===== src/rtl/core/ssjac_pkg.sv =====
// shared constants, codes and types for the sorted-set jaccard block
package ssjac_pkg;

  localparam int MAX_HASHES = 4096;
  localparam int HASH_BITS  = 32;
  localparam int ADDR_W     = $clog2(MAX_HASHES);
  localparam int SIZE_W     = ADDR_W + 1;
  localparam int UNION_W    = SIZE_W + 1;
  localparam int FRAC_W     = 16;
  localparam int SIM_W      = FRAC_W + 1;
  localparam int THR_W      = FRAC_W + 1;
  localparam int NUM_W      = SIZE_W + FRAC_W;
  localparam int PROD_W     = THR_W + UNION_W;
  localparam int DCNT_W     = $clog2(NUM_W);

  typedef enum logic [1:0] {
    FUNC_APPEND_REF = 2'd0,
    FUNC_APPEND_QRY = 2'd1,
    FUNC_COMPARE    = 2'd2,
    FUNC_CLEAR      = 2'd3
  } func_t;

  typedef enum logic [1:0] {
    ST_IDLE,
    ST_MERGE,
    ST_DIV
  } state_t;

  typedef struct packed {
    logic              done;
    logic [SIZE_W-1:0] common;
  } merge_stat_t;

endpackage


===== src/rtl/core/ssjac_div.sv =====
// restoring divider, one quotient bit per cycle
module ssjac_div
  import ssjac_pkg::*;
(
  input  logic               clk,
  input  logic               rst,
  input  logic               start,
  input  logic [SIZE_W-1:0]  dividend_hi,
  input  logic [UNION_W-1:0] divisor,
  output logic               done,
  output logic [SIM_W-1:0]   quotient
);

  logic               run;
  logic [DCNT_W-1:0]  count;
  logic [NUM_W-1:0]   work;
  logic [UNION_W-1:0] rem;
  logic [UNION_W-1:0] dvs;
  logic [UNION_W:0]   rem_sh;
  logic               q_bit;
  logic [UNION_W:0]   diff;

  assign rem_sh   = {rem, work[NUM_W-1]};
  assign q_bit    = rem_sh >= {1'b0, dvs};
  assign diff     = rem_sh - {1'b0, dvs};
  assign done     = run && (count == DCNT_W'(NUM_W - 1));
  // last quotient bit is decided in the done cycle, so take it straight from the compare
  assign quotient = {work[SIM_W-2:0], q_bit};

  always_ff @(posedge clk) begin
    if (rst) begin
      run   <= 1'b0;
      count <= '0;
    end else if (start) begin
      run   <= 1'b1;
      count <= '0;
    end else if (run) begin
      count <= count + DCNT_W'(1);
      if (done) begin
        run <= 1'b0;
      end
    end
  end

  always_ff @(posedge clk) begin
    if (start) begin
      work <= {dividend_hi, {FRAC_W{1'b0}}};
      rem  <= '0;
      dvs  <= divisor;
    end else if (run) begin
      work <= {work[NUM_W-2:0], q_bit};
      rem  <= q_bit ? diff[UNION_W-1:0] : rem_sh[UNION_W-1:0];
    end
  end

endmodule


===== config.mk =====
export PLATFORM = sky130hd
export DESIGN_NAME = ssjac_div
export DESIGN_NICKNAME = d
export VERILOG_FILES = /design/src/rtl/core/ssjac_pkg.sv /design/src/rtl/core/ssjac_div.sv
export SDC_FILE = /design/constraint.sdc
export NUM_CORES = 1
export LEC_CHECK = 0
export BUFFER_PORTS_ARGS = -buffer_cell sky130_fd_sc_hd__buf_2
export CAP_MARGIN = 30
export CORE_ASPECT_RATIO = 2
export CORE_MARGIN = 2
export CORE_UTILIZATION = 51
export CTS_CLUSTER_DIAMETER = 50
export CTS_CLUSTER_SIZE = 12
export DETAILED_ROUTE_END_ITERATION = 7
export PLACE_DENSITY = 0.72
export SLEW_MARGIN = 20
export SYNTH_ARGS = -nofsm -noshare
export SYNTH_HDL_FRONTEND = slang
export SYNTH_SLANG_ARGS = --single-unit

===== constraint.sdc =====
create_clock -name clk -period 2.8 [get_ports clk]
set_input_delay 0 -clock clk [delete_from_list [all_inputs] [get_ports clk]]
set_output_delay 0 -clock clk [all_outputs]
set_load 0.02 [all_outputs]

==> summary.md <==
| Metric | Value |
|---|---|
| GP Congestion | `around 0.9` |
| RSZ-0062 raised after global routing | `false` |
| Async S/R FF share, synth | `0%` |
| Netlist cell types | `56` |
| Proportion of synthesized area in mux cells | `5.38%` |
| Skew final | `9.01 ps` |
| Post-synthesis sequential area ratio | `a little under half` |
| Yosys warnings | `0` |
| Final ANT Viol Nets | `0` |
| Die area | `7310 µm²` |
| Arr. time, crit path | `roughly 2600 ps` |
| Clock slew at reported path FFs | `about 50 ps` |
| Placeable Area | `about 6400 µm²` |
| Clock buffer depth | `2` |
| Leak pwr | `about 1.8 nW` |
| DRC Markers | `0` |
| Power Density | `629 nW/µm²` |
| CP max stage delay | `500 ps` |
| Final worst-path cycle share | `91.2%` |
| Drt wl/cell | `approximately 16 µm` |
| HP Class | `primary input to register` |
| # rows | `slightly above 40` |
| Total GRT Usage | `a little under a quarter` |
| First-pass detailed-route iteration total | `4` |
| Die height | `around 120 µm` |
| H-tree depth | `3` |
| Share of cells above drive strength 1 | `18.9%` |
| Crit end category | `output pin` |
| TritonCTS Buffers | `9` |
| Vias in the first global route | `~2800` |
| # port buffers | `47` |
| Largest net degree at the start of global routing | `50` |
| Placed insts | `approximately 450` |
| Worst-Margin Slew | `between 600 and 700 ps` |
| Outcome | `finished clean` |
| Global-route wire length before repair | `roughly 13000 µm` |
| Hpwl dp | `5000 µm` |
| Worst path top cell family by delay | `simple AND/OR/NAND/NOR gates` |
| DR iter-0 viols | `approximately 120` |
| Endpoints failing hold | `0` |
| Relative slew slack | `between 50% and 60%` |
| Syn nets | `around 390` |
| Crit-path cells | `ha_1 > a21oi_1 > o21ai_0 > nand2_1 > and2_1 > nand2_1 > buf_2` |
| CP Class | `register to output pin` |
| Initial antenna violation count | `0` |
| Flops & latches, synth | `63` |
| Initial Util | `between 50% and 60%` |
| CTS sink count | `63` |
| Setup violators final | `0` |
| CTS tree | `yes` |
| Syn avg cell area | `slightly below 10 µm²` |
| DR vias | `~2800` |
| Xor/xnor share of the synthesized area | `about 2.1%` |
| Synth Area in Simple Gates | `13.1%` |
| Via density | `between 5 and 6` |
| Root buf cell | `clkbuf_16` |
| Max FO, Critical Path | `13` |
| Slowest stage cell, crit path | `and2_1` |
| Max Freq | `392 MHz` |
| Critical path's most frequent cell | `nand2_1` |
| Post-synth EDFFs | `27` |
| Fill count | `~520` |
| Setup TNS | `0 ps` |
| Finished Layout Cells | `between 400 and 500` |
| Post-Syn Instances | `340` |
| Setup repair bufs after CTS | `0` |
| Largest family of logic cells by synthesized area | `compound AO/OA/AOI/OAI gates` |
| Crit path launch type | `register` |
| Worst path bufs/invs | `1` |
| Compound-cell area share of the yosys netlist | `18.6%` |
| Critical Path RT | `between 2000 and 3000 ps` |
| Layout area overhead | `22.9%` |
| GR Overflow Total | `0` |
| Worst-skew pair later-pin latency | `about 330 ps` |
| Slew Limit Fails | `0` |
| Tmin final | `around 2600 ps` |
| Die width | `61.5 µm` |
| Dominant synthesized flop cell | `dfxtp_1` |
| Final nets | `around 450` |
| Routed WL | `slightly below 8000 µm` |
| Adder-cell share of the synthesized area | `6.91%` |
| # IOs | `between 40 and 50` |
| Max Cap Viol | `0` |
| Mapped Area | `3370 µm²` |
| Peak VDD IR | `between 0.0005 and 0.0006 V` |
placed cells by master, fill, tap and decap left out, drive strengths merged, types with 7 or more instances in the layout:
cell type / Yosys / routed
buf: 23 / 53
nor2: 37 / 37
dfxtp: 36 / 36
dlygate4sd3: 0 / 28
edfxtp: 27 / 27
inv: 22 / 22
mux2i: 17 / 17
ha: 17 / 17
clkbuf: 11 / 16
nand2: 15 / 15
a21oi: 15 / 15
o21ai: 15 / 15
nor3: 12 / 12
a22o: 11 / 11
nand3: 10 / 10
a311oi: 7 / 7
final cells by class:
type	count	area [µm²]	area share (%)
multi-input cells	221	1560	37.8
clock buffers	16	292	7.04
inverters	22	82.6	1.99
well taps	86	108	2.60
flip-flops and latches	63	1530	37.0
repair buffers	81	561	13.5
diodes	1	2.50	0.0604
what timing repair did:
item,CTS,global route
hold endpoints to repair,33,0
resized for setup,0,2
hold buffers,28,0
setup endpoints to repair,0,3
Yosys cell counts, types with 3 or more instances:
library cell	n	area, µm²
nor2_1	37	139
dfxtp_1	36	721
edfxtp_1	27	811
inv_1	22	82.6
buf_4	19	143
ha_1	17	213
mux2i_1	17	170
nand2_1	15	56.3
a21oi_1	14	70.1
o21ai_0	13	65.1
nor3_1	12	60.1
a22o_1	11	96.3
clkbuf_1	11	41.3
nand3_1	10	50.1
a311oi_1	7	61.3
a21o_1	4	30.0
or3_1	4	25.0
xnor2_1	4	35.0
xor2_1	4	35.0
a31oi_1	3	18.8
nand4_1	3	18.8
o211ai_1	3	22.5
o31ai_1	3	22.5
power by group:
group | switching (mW) | leakage (nW) | internal (mW)
logic | 0.274 | 1.05 | 0.207
registers | 0.0333 | 0.567 | 1.02
clock network | 0.373 | 0.143 | 0.696
total | 0.680 | 1.76 | 1.93
flip-flops by register name, summed over array words and instances (netlist names):
signal,flops
run,1
count,5
work,29
rem,14
dvs,14
cells by family (layout without fill, tap and decap cells):
logic type	Yosys count	in the layout
and+or+nand+nor	93	93
AOI/OAI and AO/OA	84	84
DFF	63	63
buffers and inverters	56	119
adders and majority gates	18	18
muxes	18	18
xor gates and xnor gates	8	8
other	0	1
through the flow:
step	total power, mW	utilization, %	hold slack (ps)	instance area [µm²]	setup WS, ps
6_report	2.61	65.1	118	4140	248
5_1_grt	2.70	65.1	120	4140	64.8
4_1_cts	2.62	64.9	105	4130	134
3_5_place_dp	1.51	55.9	178	3560	170
3_3_place_gp	1.50	55.9	177	3560	260
2_1_floorplan	1.40	-	72.4	3370	509
metal layers:
layer | global-route usage, % | wire [µm]
met1 | 25.4 | 2930
met2 | 37.2 | 4060
met3 | 4.89 | 301
met4 | 17.4 | 394
met5 | 0 | 0
worst paths after layout:
kind | startpoint | to | slack (ps) | cells after the start
worst min register to register | rem[13] | rem[13] | 450 | 2
worst max-delay path | rem[9] | quotient[0] | 250 | 7
worst min-delay path | start | dvs[0] | 120 | 1
worst max register to register | rem[5] | rem[2] | 340 | 6
No activity file was read; power rests on OpenSTA's default activity.
