**src/rtl/core/ssjac_pkg.sv**
```systemverilog
// shared constants, codes and types for the sorted-set jaccard block
package ssjac_pkg;

  localparam int MAX_HASHES = 4096;
  localparam int HASH_BITS  = 32;
  localparam int ADDR_W     = $clog2(MAX_HASHES);
  localparam int SIZE_W     = ADDR_W + 1;
  localparam int UNION_W    = SIZE_W + 1;
  localparam int FRAC_W     = 16;
  localparam int SIM_W      = FRAC_W + 1;
  localparam int THR_W      = FRAC_W + 1;
  localparam int NUM_W      = SIZE_W + FRAC_W;
  localparam int PROD_W     = THR_W + UNION_W;
  localparam int DCNT_W     = $clog2(NUM_W);

  typedef enum logic [1:0] {
    FUNC_APPEND_REF = 2'd0,
    FUNC_APPEND_QRY = 2'd1,
    FUNC_COMPARE    = 2'd2,
    FUNC_CLEAR      = 2'd3
  } func_t;

  typedef enum logic [1:0] {
    ST_IDLE,
    ST_MERGE,
    ST_DIV
  } state_t;

  typedef struct packed {
    logic              done;
    logic [SIZE_W-1:0] common;
  } merge_stat_t;

endpackage

```
**src/rtl/core/ssjac_merge.sv**
```systemverilog
// merge walk over both lists, one compare step per cycle
module ssjac_merge
  import ssjac_pkg::*;
(
  input  logic                 clk,
  input  logic                 rst,
  input  logic                 start,
  input  logic [SIZE_W-1:0]    ref_size,
  input  logic [SIZE_W-1:0]    qry_size,
  input  logic [HASH_BITS-1:0] ref_data,
  input  logic [HASH_BITS-1:0] qry_data,
  output logic [ADDR_W-1:0]    ref_addr,
  output logic [ADDR_W-1:0]    qry_addr,
  output merge_stat_t          stat
);

  logic              run;
  logic [SIZE_W-1:0] ref_idx;
  logic [SIZE_W-1:0] qry_idx;
  logic [SIZE_W-1:0] common;
  logic [SIZE_W-1:0] ref_idx_next;
  logic [SIZE_W-1:0] qry_idx_next;
  logic              live;
  logic              is_less;
  logic              is_equal;

  assign live     = (ref_idx < ref_size) && (qry_idx < qry_size);
  assign is_less  = ref_data < qry_data;
  assign is_equal = ref_data == qry_data;

  always_comb begin
    ref_idx_next = ref_idx;
    qry_idx_next = qry_idx;
    if (is_equal) begin
      ref_idx_next = ref_idx + SIZE_W'(1);
      qry_idx_next = qry_idx + SIZE_W'(1);
    end else if (is_less) begin
      ref_idx_next = ref_idx + SIZE_W'(1);
    end else begin
      qry_idx_next = qry_idx + SIZE_W'(1);
    end
  end

  // addresses lead the index registers so read data lines up next cycle
  assign ref_addr = run ? ref_idx_next[ADDR_W-1:0] : '0;
  assign qry_addr = run ? qry_idx_next[ADDR_W-1:0] : '0;

  assign stat.done   = run && !live;
  assign stat.common = common;

  always_ff @(posedge clk) begin
    if (rst) begin
      run <= 1'b0;
    end else if (start) begin
      run <= 1'b1;
    end else if (run && !live) begin
      run <= 1'b0;
    end
  end

  always_ff @(posedge clk) begin
    if (start) begin
      ref_idx <= '0;
      qry_idx <= '0;
      common  <= '0;
    end else if (run && live) begin
      ref_idx <= ref_idx_next;
      qry_idx <= qry_idx_next;
      if (is_equal) begin
        common <= common + SIZE_W'(1);
      end
    end
  end

endmodule

```
**config.mk**
```make
export PLATFORM = sky130hd
export DESIGN_NAME = ssjac_merge
export DESIGN_NICKNAME = d
export VERILOG_FILES = /design/src/rtl/core/ssjac_pkg.sv /design/src/rtl/core/ssjac_merge.sv
export SDC_FILE = /design/constraint.sdc
export NUM_CORES = 1
export LEC_CHECK = 0
export BUFFER_PORTS_ARGS = -buffer_cell sky130_fd_sc_hd__clkbuf_2
export CAP_MARGIN = 30
export CORE_AREA = 2 2 116 73
export CTS_CLUSTER_SIZE = 8
export DETAILED_ROUTE_END_ITERATION = 16
export DIE_AREA = 0 0 118 75
export PLACE_DENSITY = 0.78
export SLEW_MARGIN = 10
export SYNTH_ARGS = -nofsm -noshare
export SYNTH_HDL_FRONTEND = slang
export SYNTH_SLANG_ARGS = --single-unit
export TNS_END_PERCENT = 50
```
**constraint.sdc**
```tcl
create_clock -name clk -period 4.31 [get_ports clk]
set_input_delay 0.862 -clock clk [delete_from_list [all_inputs] [get_ports clk]]
set_output_delay 0.862 -clock clk [all_outputs]
set_load 0.02 [all_outputs]
```
==> results of run 1 <==
==> worst max path at each step <==
stage,cells after the start,startpoint,slack [ps],end
after floorplan,10,qry_data[14],260,ref_addr[9]
after global routing,11,qry_data[5],4,ref_addr[9]
after global placement,11,qry_data[14],130,qry_addr[6]
after detailed placement,11,qry_data[14],130,qry_addr[6]
after CTS,11,qry_data[14],110,qry_addr[6]
final,11,qry_data[19],180,qry_addr[7]
==> metal layers <==
metal,part of all wire [%],global-route usage [%],vias up
li1,-,-,2158
met1,46,33.96,2066
met2,45,44.38,147
met3,7.2,4.697,16
met4,1.3,6.693,0
met5,0,0,-
==> critical path, cell delays in order <==
cell	delay, ps
clkbuf_2	70
inv_1	30
ha_1	310
a21oi_1	140
o21ai_0	100
a221o_1	440
a211o_1	440
nor2_4	320
clkbuf_4	280
o31ai_1	100
clkbuf_2	160
==> final cells by class <==
class,instances,area (um2),share of cell area [%]
repair buffers,142,740.7,15.20
flip-flops and latches,40,800.8,16.43
multi-input cells,399,2826,58.00
clock buffers,6,128.9,2.644
clock inverters,1,5.005,0.1027
inverters,63,236.5,4.852
well taps,108,135.1,2.773
==> power by group <==
group          leakage (nW)  switching, mW  internal, mW
logic                  1.96          0.123        0.0954
registers             0.323        0.00721         0.373
clock network        0.0667          0.144         0.210
total                  2.35          0.275         0.678
==> timing repair <==
action	4_1_cts	5_1_grt
gates resized for setup	0	2
setup buffers	0	4
setup endpoints to repair	0	10
==> cell families after synthesis <==
logic type / synth area share, %
adders and majority gates: 18.79
DFF: 20.38
and+or+nand+nor: 26.21
buffers and inverters: 7.993
xor gates and xnor gates: 2.229
muxes: 1.306
AOI/OAI and AO/OA: 23.09
==> Yosys cell counts, drive strengths merged (14+ instances only) <==
cell type and instances:
inv 62, a21oi 61, ha 59, dfxtp 40
nand2 33, o21ai 33, nand3 30, nor2 26
o31ai 22, or3 18, or4 18, nand4 14
==> through the flow <==
stage	utilization [%]	setup WS [ps]	total power, mW
after floorplan	-	263.6	0.5155
after global placement	60.79	131.8	0.5868
after detailed placement	60.79	130.2	0.5988
after CTS	62.53	106.9	0.9462
after global routing	63.08	4.388	0.9976
final	63.08	182.2	0.9532
==> sequential cells by signal, indices dropped and copies added, names as in the netlist <==
| signal | flops |
|---|---|
| common | 13 |
| run | 1 |
| ref_idx | 13 |
| qry_idx | 13 |
==> flow_metrics.py, run 1 <==
metrics = {
    "setup_path": {
        "reg2reg_slack_ps": 1170,
        "cp.required_ps": 3450,
        "rr_endpoint": "common[7]",
        "cp.arrival_ps": 3270,
        "cp-end-kind": "primary output",
        "cp_max_fo": 10,
        "worstReg2RegStart": "ref_idx[10]",
        "startpoint_type": "primary input",
        "worstRegToRegCells": 8,
        "crit_type": "in2out",
    },
    "pwr": {
        "leakage_nw": 2.349,
        "max-vdd-ir-drop_mv": 0.1440,
        "p_per_area_nw_per_um2": 195.6,
    },
    "timing": {
        "finalSetupTns_ps": 0,
        "fmax_ghz": 0.2423,
        "finClkSkew_ps": 6.615,
        "hold_violations": 0,
        "hold-worst-slack_ps": 493.6,
        "final_max_slew_viol_count": 0,
        "rsz0062_at_grt": "false",
        "post-route-min-period_ps": 4128,
        "worst_pin_slew_ps": 812.1,
        "finalSetupViolCount": 0,
        "relSlewSlack_pct": 45.86,
        "timing.final.crit_share_pct": 95.77,
    },
    "layout": {
        "fillers": 710,
        "mostFrequentLayoutCells": "clkbuf_2 (130), inv_1 (62), a21oi_1 (60), ha_1 (59), dfxtp_1 (40)",
        "fin_nets": 803,
        "drive_gt1_share_pct": 25.50,
        "fin_cells": 759,
        "diodes": 0,
        "final_common_cell": "clkbuf_2",
        "postLayoutCellArea_um2": 4873,
        "syn_to_final_growth_pct": 24.04,
    },
    "detailed_routing": {
        "vias_per_cell": 5.780,
        "vias": 4387,
        "detail-route-antenna-nets": 0,
        "drc": 0,
        "dr.pass1.iters": 5,
        "routedWlPerCell_um": 14.79,
        "drt_iter0_drc": 257,
        "routed_wl_mm": 11.22,
    },
    "worst_hold_path": {
        "hold_class": "reg2reg",
        "min_to": "common[1]",
        "holdPathStages": 2,
        "worstHoldStart": "common[1]",
    },
    "synth": {
        "ys_seq_area_share_pct": 20.38,
        "syn-num-nets": 671,
        "ys_ff_latch": 40,
        "synth_area_leader_cell": "dfxtp_1",
        "avgSynthCellArea_um2": 7.570,
        "yosys.cell_types.count": 54,
        "synth_top_area_share_pct": 20.38,
        "syn_area_um2": 3929,
        "synth_edf_count": 0,
        "netlist_instances": 519,
        "synthArstFlopShare_pct": 0,
        "dominantRegCellSynth": "dfxtp_1",
        "yosysWarnings": 0,
        "synth_area_leaders": "dfxtp_1 (20%), ha_1 (19%), a21oi_1 (7.6%)",
    },
    "clock_network": {
        "clkTransAtPathRegs_ps": 50,
        "numCtsBuffers": 5,
        "htreeDepth": 2,
        "clock_sinks": 40,
        "cts_tree": "built",
        "cts_root_buf": "clkbuf_16",
        "clkLatencyLatePin_ps": 280,
        "cts_hold_buf": 0,
        "cts_max_path_buffers": 2,
    },
    "floorplan": {
        "core_region_area_um2": 7726,
        "die_w_um": 118,
        "die_h_um": 75,
        "pin_count": 131,
        "rows": 25,
        "dieArea_um2": 8850,
        "start_util_pct": 50.85,
    },
    "place": {
        "routabilityCongestion": 0.8633,
        "dp_hpwl_mm": 9.033,
        "placed_cell_area_um2": 4697,
        "place_inst": 748,
        "io_buffer_count": 130,
    },
    "grt": {
        "overflow": 0,
        "grtUsageTotal_pct": 25.71,
        "antenna_found_initial": 0,
        "grt_max_degree": 40,
        "grt_pass1_wl_mm": 18.57,
        "grt_pass1_vias": 4085,
    },
    "job": {
        "max-cap-violations": 0,
    },
    "run_status": {
        "outcome": "finished, final reports clean",
    },
}
Note: power is estimated with default switching activity, not from simulation.
==> run 2, diff against run 1 <==
- ABC_AREA: not set -> 1
- CORE_AREA: 2 2 116 73 -> 3 3 118 75
- DIE_AREA: 0 0 118 75 -> 0 0 121 78
- TNS_END_PERCENT: 50 -> 20
==> flow_metrics.py, run 2 <==
metrics = {
    "synth": {
        "netlist_instances": 651,
        "synthArstFlopShare_pct": 0,
        "ys_ff_latch": 40,
        "dominantRegCellSynth": "dfxtp_1",
        "ys_seq_area_share_pct": 19.80,
        "syn_area_um2": 4044,
        "synthTopCellsByCount": "nand2_1 (210), inv_1 (113), ha_1 (59)",
        "synth_edf_count": 0,
        "syn-num-nets": 803,
        "yosys.cell_types.count": 30,
        "synth_top_area_share_pct": 19.80,
        "synth_area_leader_cell": "dfxtp_1",
        "yosysWarnings": 0,
        "synth_area_leaders": "dfxtp_1 (20%), nand2_1 (19%), ha_1 (18%)",
        "synth.most_common_cell": "nand2_1",
        "avgSynthCellArea_um2": 6.212,
    },
    "setup_path": {
        "path_cells": "clkbuf_2, inv_1, ha_1, a21oi_1, nor2_1, nor2_1, nand2_1, nand2_1, nand2_1, nand2_4, nand3_2, nand2_1, nand2_1, a21oi_1, clkbuf_2",
        "crit_family": "simple AND/OR/NAND/NOR gates",
        "slowest_delay_ps": 360,
        "worstReg2RegStart": "qry_idx[12]",
        "reg2reg_slack_ps": 1720,
        "startpoint_type": "primary input",
        "cp.required_ps": 3450,
        "cp_max_fo": 24,
        "cp-end-kind": "primary output",
        "critPathMostFrequentCell": "nand2_1",
        "cp.buffers_inverters": 3,
        "crit_type": "in2out",
        "crit_slowest_cell": "nand3_2",
        "cp.arrival_ps": 2950,
        "worstRegToRegCells": 12,
        "rr_endpoint": "qry_idx[2]",
    },
    "worst_hold_path": {
        "worstHoldStart": "common[10]",
        "hold_class": "reg2reg",
        "min_to": "common[10]",
        "holdPathStages": 2,
    },
    "grt": {
        "overflow": 0,
        "antenna_found_initial": 0,
        "grt_pass1_vias": 4191,
        "grt_pass1_wl_mm": 17.80,
        "grtUsageTotal_pct": 22.45,
        "grt_max_degree": 26,
    },
    "layout": {
        "seq_area_um2": 800.8,
        "syn_to_final_growth_pct": 21.16,
        "final_common_cell": "nand2_1",
        "multi_input_area_um2": 2706,
        "utilization_pct": 62.91,
        "postLayoutCellArea_um2": 4900,
        "mostFrequentLayoutCells": "nand2_1 (210), clkbuf_2 (130), inv_1 (113), ha_1 (59), a21oi_1 (46)",
        "fillers": 749,
        "reg.largest.list": "common: 13 flops, qry_idx: 13 flops, ref_idx: 13 flops",
        "fin_nets": 928,
        "diodes": 0,
        "drive_gt1_share_pct": 20.46,
    },
    "detailed_routing": {
        "vias": 4398,
        "routed_wl_mm": 10.53,
        "dr.pass1.iters": 5,
        "drt_iter0_drc": 245,
        "detail-route-antenna-nets": 0,
        "routedWlPerCell_um": 11.89,
        "drc": 0,
        "vias_per_cell": 4.969,
    },
    "place": {
        "dp_hpwl_mm": 8.698,
        "routabilityCongestion": 0.8343,
        "placed_cell_area_um2": 4732,
        "io_buffer_count": 130,
    },
    "timing": {
        "hold_violations": 0,
        "relSlewSlack_pct": 42.71,
        "finalSetupViolCount": 0,
        "timing.final.crit_share_pct": 88.37,
        "final_max_slew_viol_count": 0,
        "fmax_ghz": 0.2625,
        "post-route-min-period_ps": 3809,
        "rsz0062_at_grt": "false",
        "finClkSkew_ps": 10.97,
        "finalSetupTns_ps": 0,
        "hold-worst-slack_ps": 489.1,
        "worst_pin_slew_ps": 858.4,
    },
    "job": {
        "max-cap-violations": 0,
    },
    "floorplan": {
        "rows": 25,
        "pin_count": 131,
        "start_util_pct": 51.92,
        "dieArea_um2": 9438,
        "core_region_area_um2": 7789,
        "die_h_um": 78,
        "die_w_um": 121,
    },
    "clock_network": {
        "clock_sinks": 40,
        "htreeDepth": 2,
        "cts_max_path_buffers": 2,
        "clkLatencyLatePin_ps": 290,
        "cts_tree": "built",
        "numCtsBuffers": 5,
        "post_cts_buffers": 0,
        "cts_hold_buf": 0,
        "clkTransAtPathRegs_ps": 60,
        "cts_root_buf": "clkbuf_16",
        "cts_resized": 0,
    },
    "pwr": {
        "p_per_area_nw_per_um2": 207.6,
        "seqPwrFrac_pct": 37.2,
        "switching_power_mw": 0.2846,
        "p_clk_share_pct": 41.8,
        "max-vdd-ir-drop_mv": 0.1305,
        "leakage_nw": 2.817,
        "swShare_pct": 27.97,
        "p_total_mw": 1.017,
        "combPwrFrac_pct": 21.0,
        "internal-power_mw": 0.7327,
    },
    "run_status": {
        "outcome": "finished, final reports clean",
    },
}
==> run 2: cell types whose count changed in the layout (fill, tap and decap cells not counted), moves of 18 or more <==
cell | before | now
or3_1 | 18 | 0
o31ai_1 | 22 | 0
inv_1 | 62 | 113
nand2_1 | 31 | 210
o21ai_0 | 33 | 7
nor2_1 | 25 | 45
or4_1 | 18 | 0
==> run 2: final cells by class <==
type / count / area share (%)
clock buffer: 5 / 2.554
tap: 108 / 2.758
multi-input combinational: 483 / 55.24
timing repair buffer: 131 / 13.43
clock inverter: 3 / 0.8682
sequential: 40 / 16.34
inverter: 115 / 8.810
==> run 2: cells by family (layout without fill, tap and decap cells) <==
| group | count (synthesis) | after routing | synth area share (%) |
|---|---|---|---|
| simple gates | 344 | 344 | 37.35 |
| compound gates | 68 | 68 | 8.725 |
| flops | 40 | 40 | 19.80 |
| buf+inv | 128 | 254 | 13.27 |
| fa+ha+maj | 59 | 59 | 18.25 |
| xor+xnor | 12 | 12 | 2.599 |
==> run 2: per-layer routing <==
metal	up-vias	global-route usage (%)	share of wire [%]
li1	2310	-	-
met5	-	0	0
met1	1911	30.24	48
met3	15	4.807	7.6
met4	0	6.222	1.4
met2	162	36.23	43
==> run 2: worst max-delay path by stage <==
| stage | endpoint | startpoint | slack [ps] | cells after the start |
|---|---|---|---|---|
| 3_5_place_dp | qry_addr[11] | qry_data[5] | 520 | 15 |
| 5_1_grt | qry_addr[6] | qry_data[5] | 250 | 15 |
| 3_3_place_gp | qry_addr[11] | qry_data[23] | 610 | 12 |
| 4_1_cts | qry_addr[11] | qry_data[5] | 510 | 15 |
| 6_report | qry_addr[11] | qry_data[5] | 500 | 15 |
| 2_1_floorplan | qry_addr[10] | qry_data[31] | 980 | 10 |
==> run 2: metrics by stage <==
stage / cells / setup WS, ps
2_1_floorplan: 651 / 976.8
5_1_grt: 885 / 245.8
3_5_place_dp: 877 / 521.5
3_3_place_gp: 877 / 605.2
6_report: 885 / 501.1
4_1_cts: 885 / 509.3
==> run 2: power groups by stage <==
stage	Sequential (mW)	Clock [mW]	Combinational (mW)
final	0.379	0.425	0.214
after global routing	0.379	0.449	0.247
after CTS	0.379	0.433	0.216
after detailed placement	0.387	0	0.214
after global placement	0.387	0	0.202
after floorplan	0.386	0	0.145
==> run 2: worst min-delay path, stage by stage, from the launching register on <==
cell	delay, ps
dfxtp_1	320
nand2_1	70
a21oi_1	50
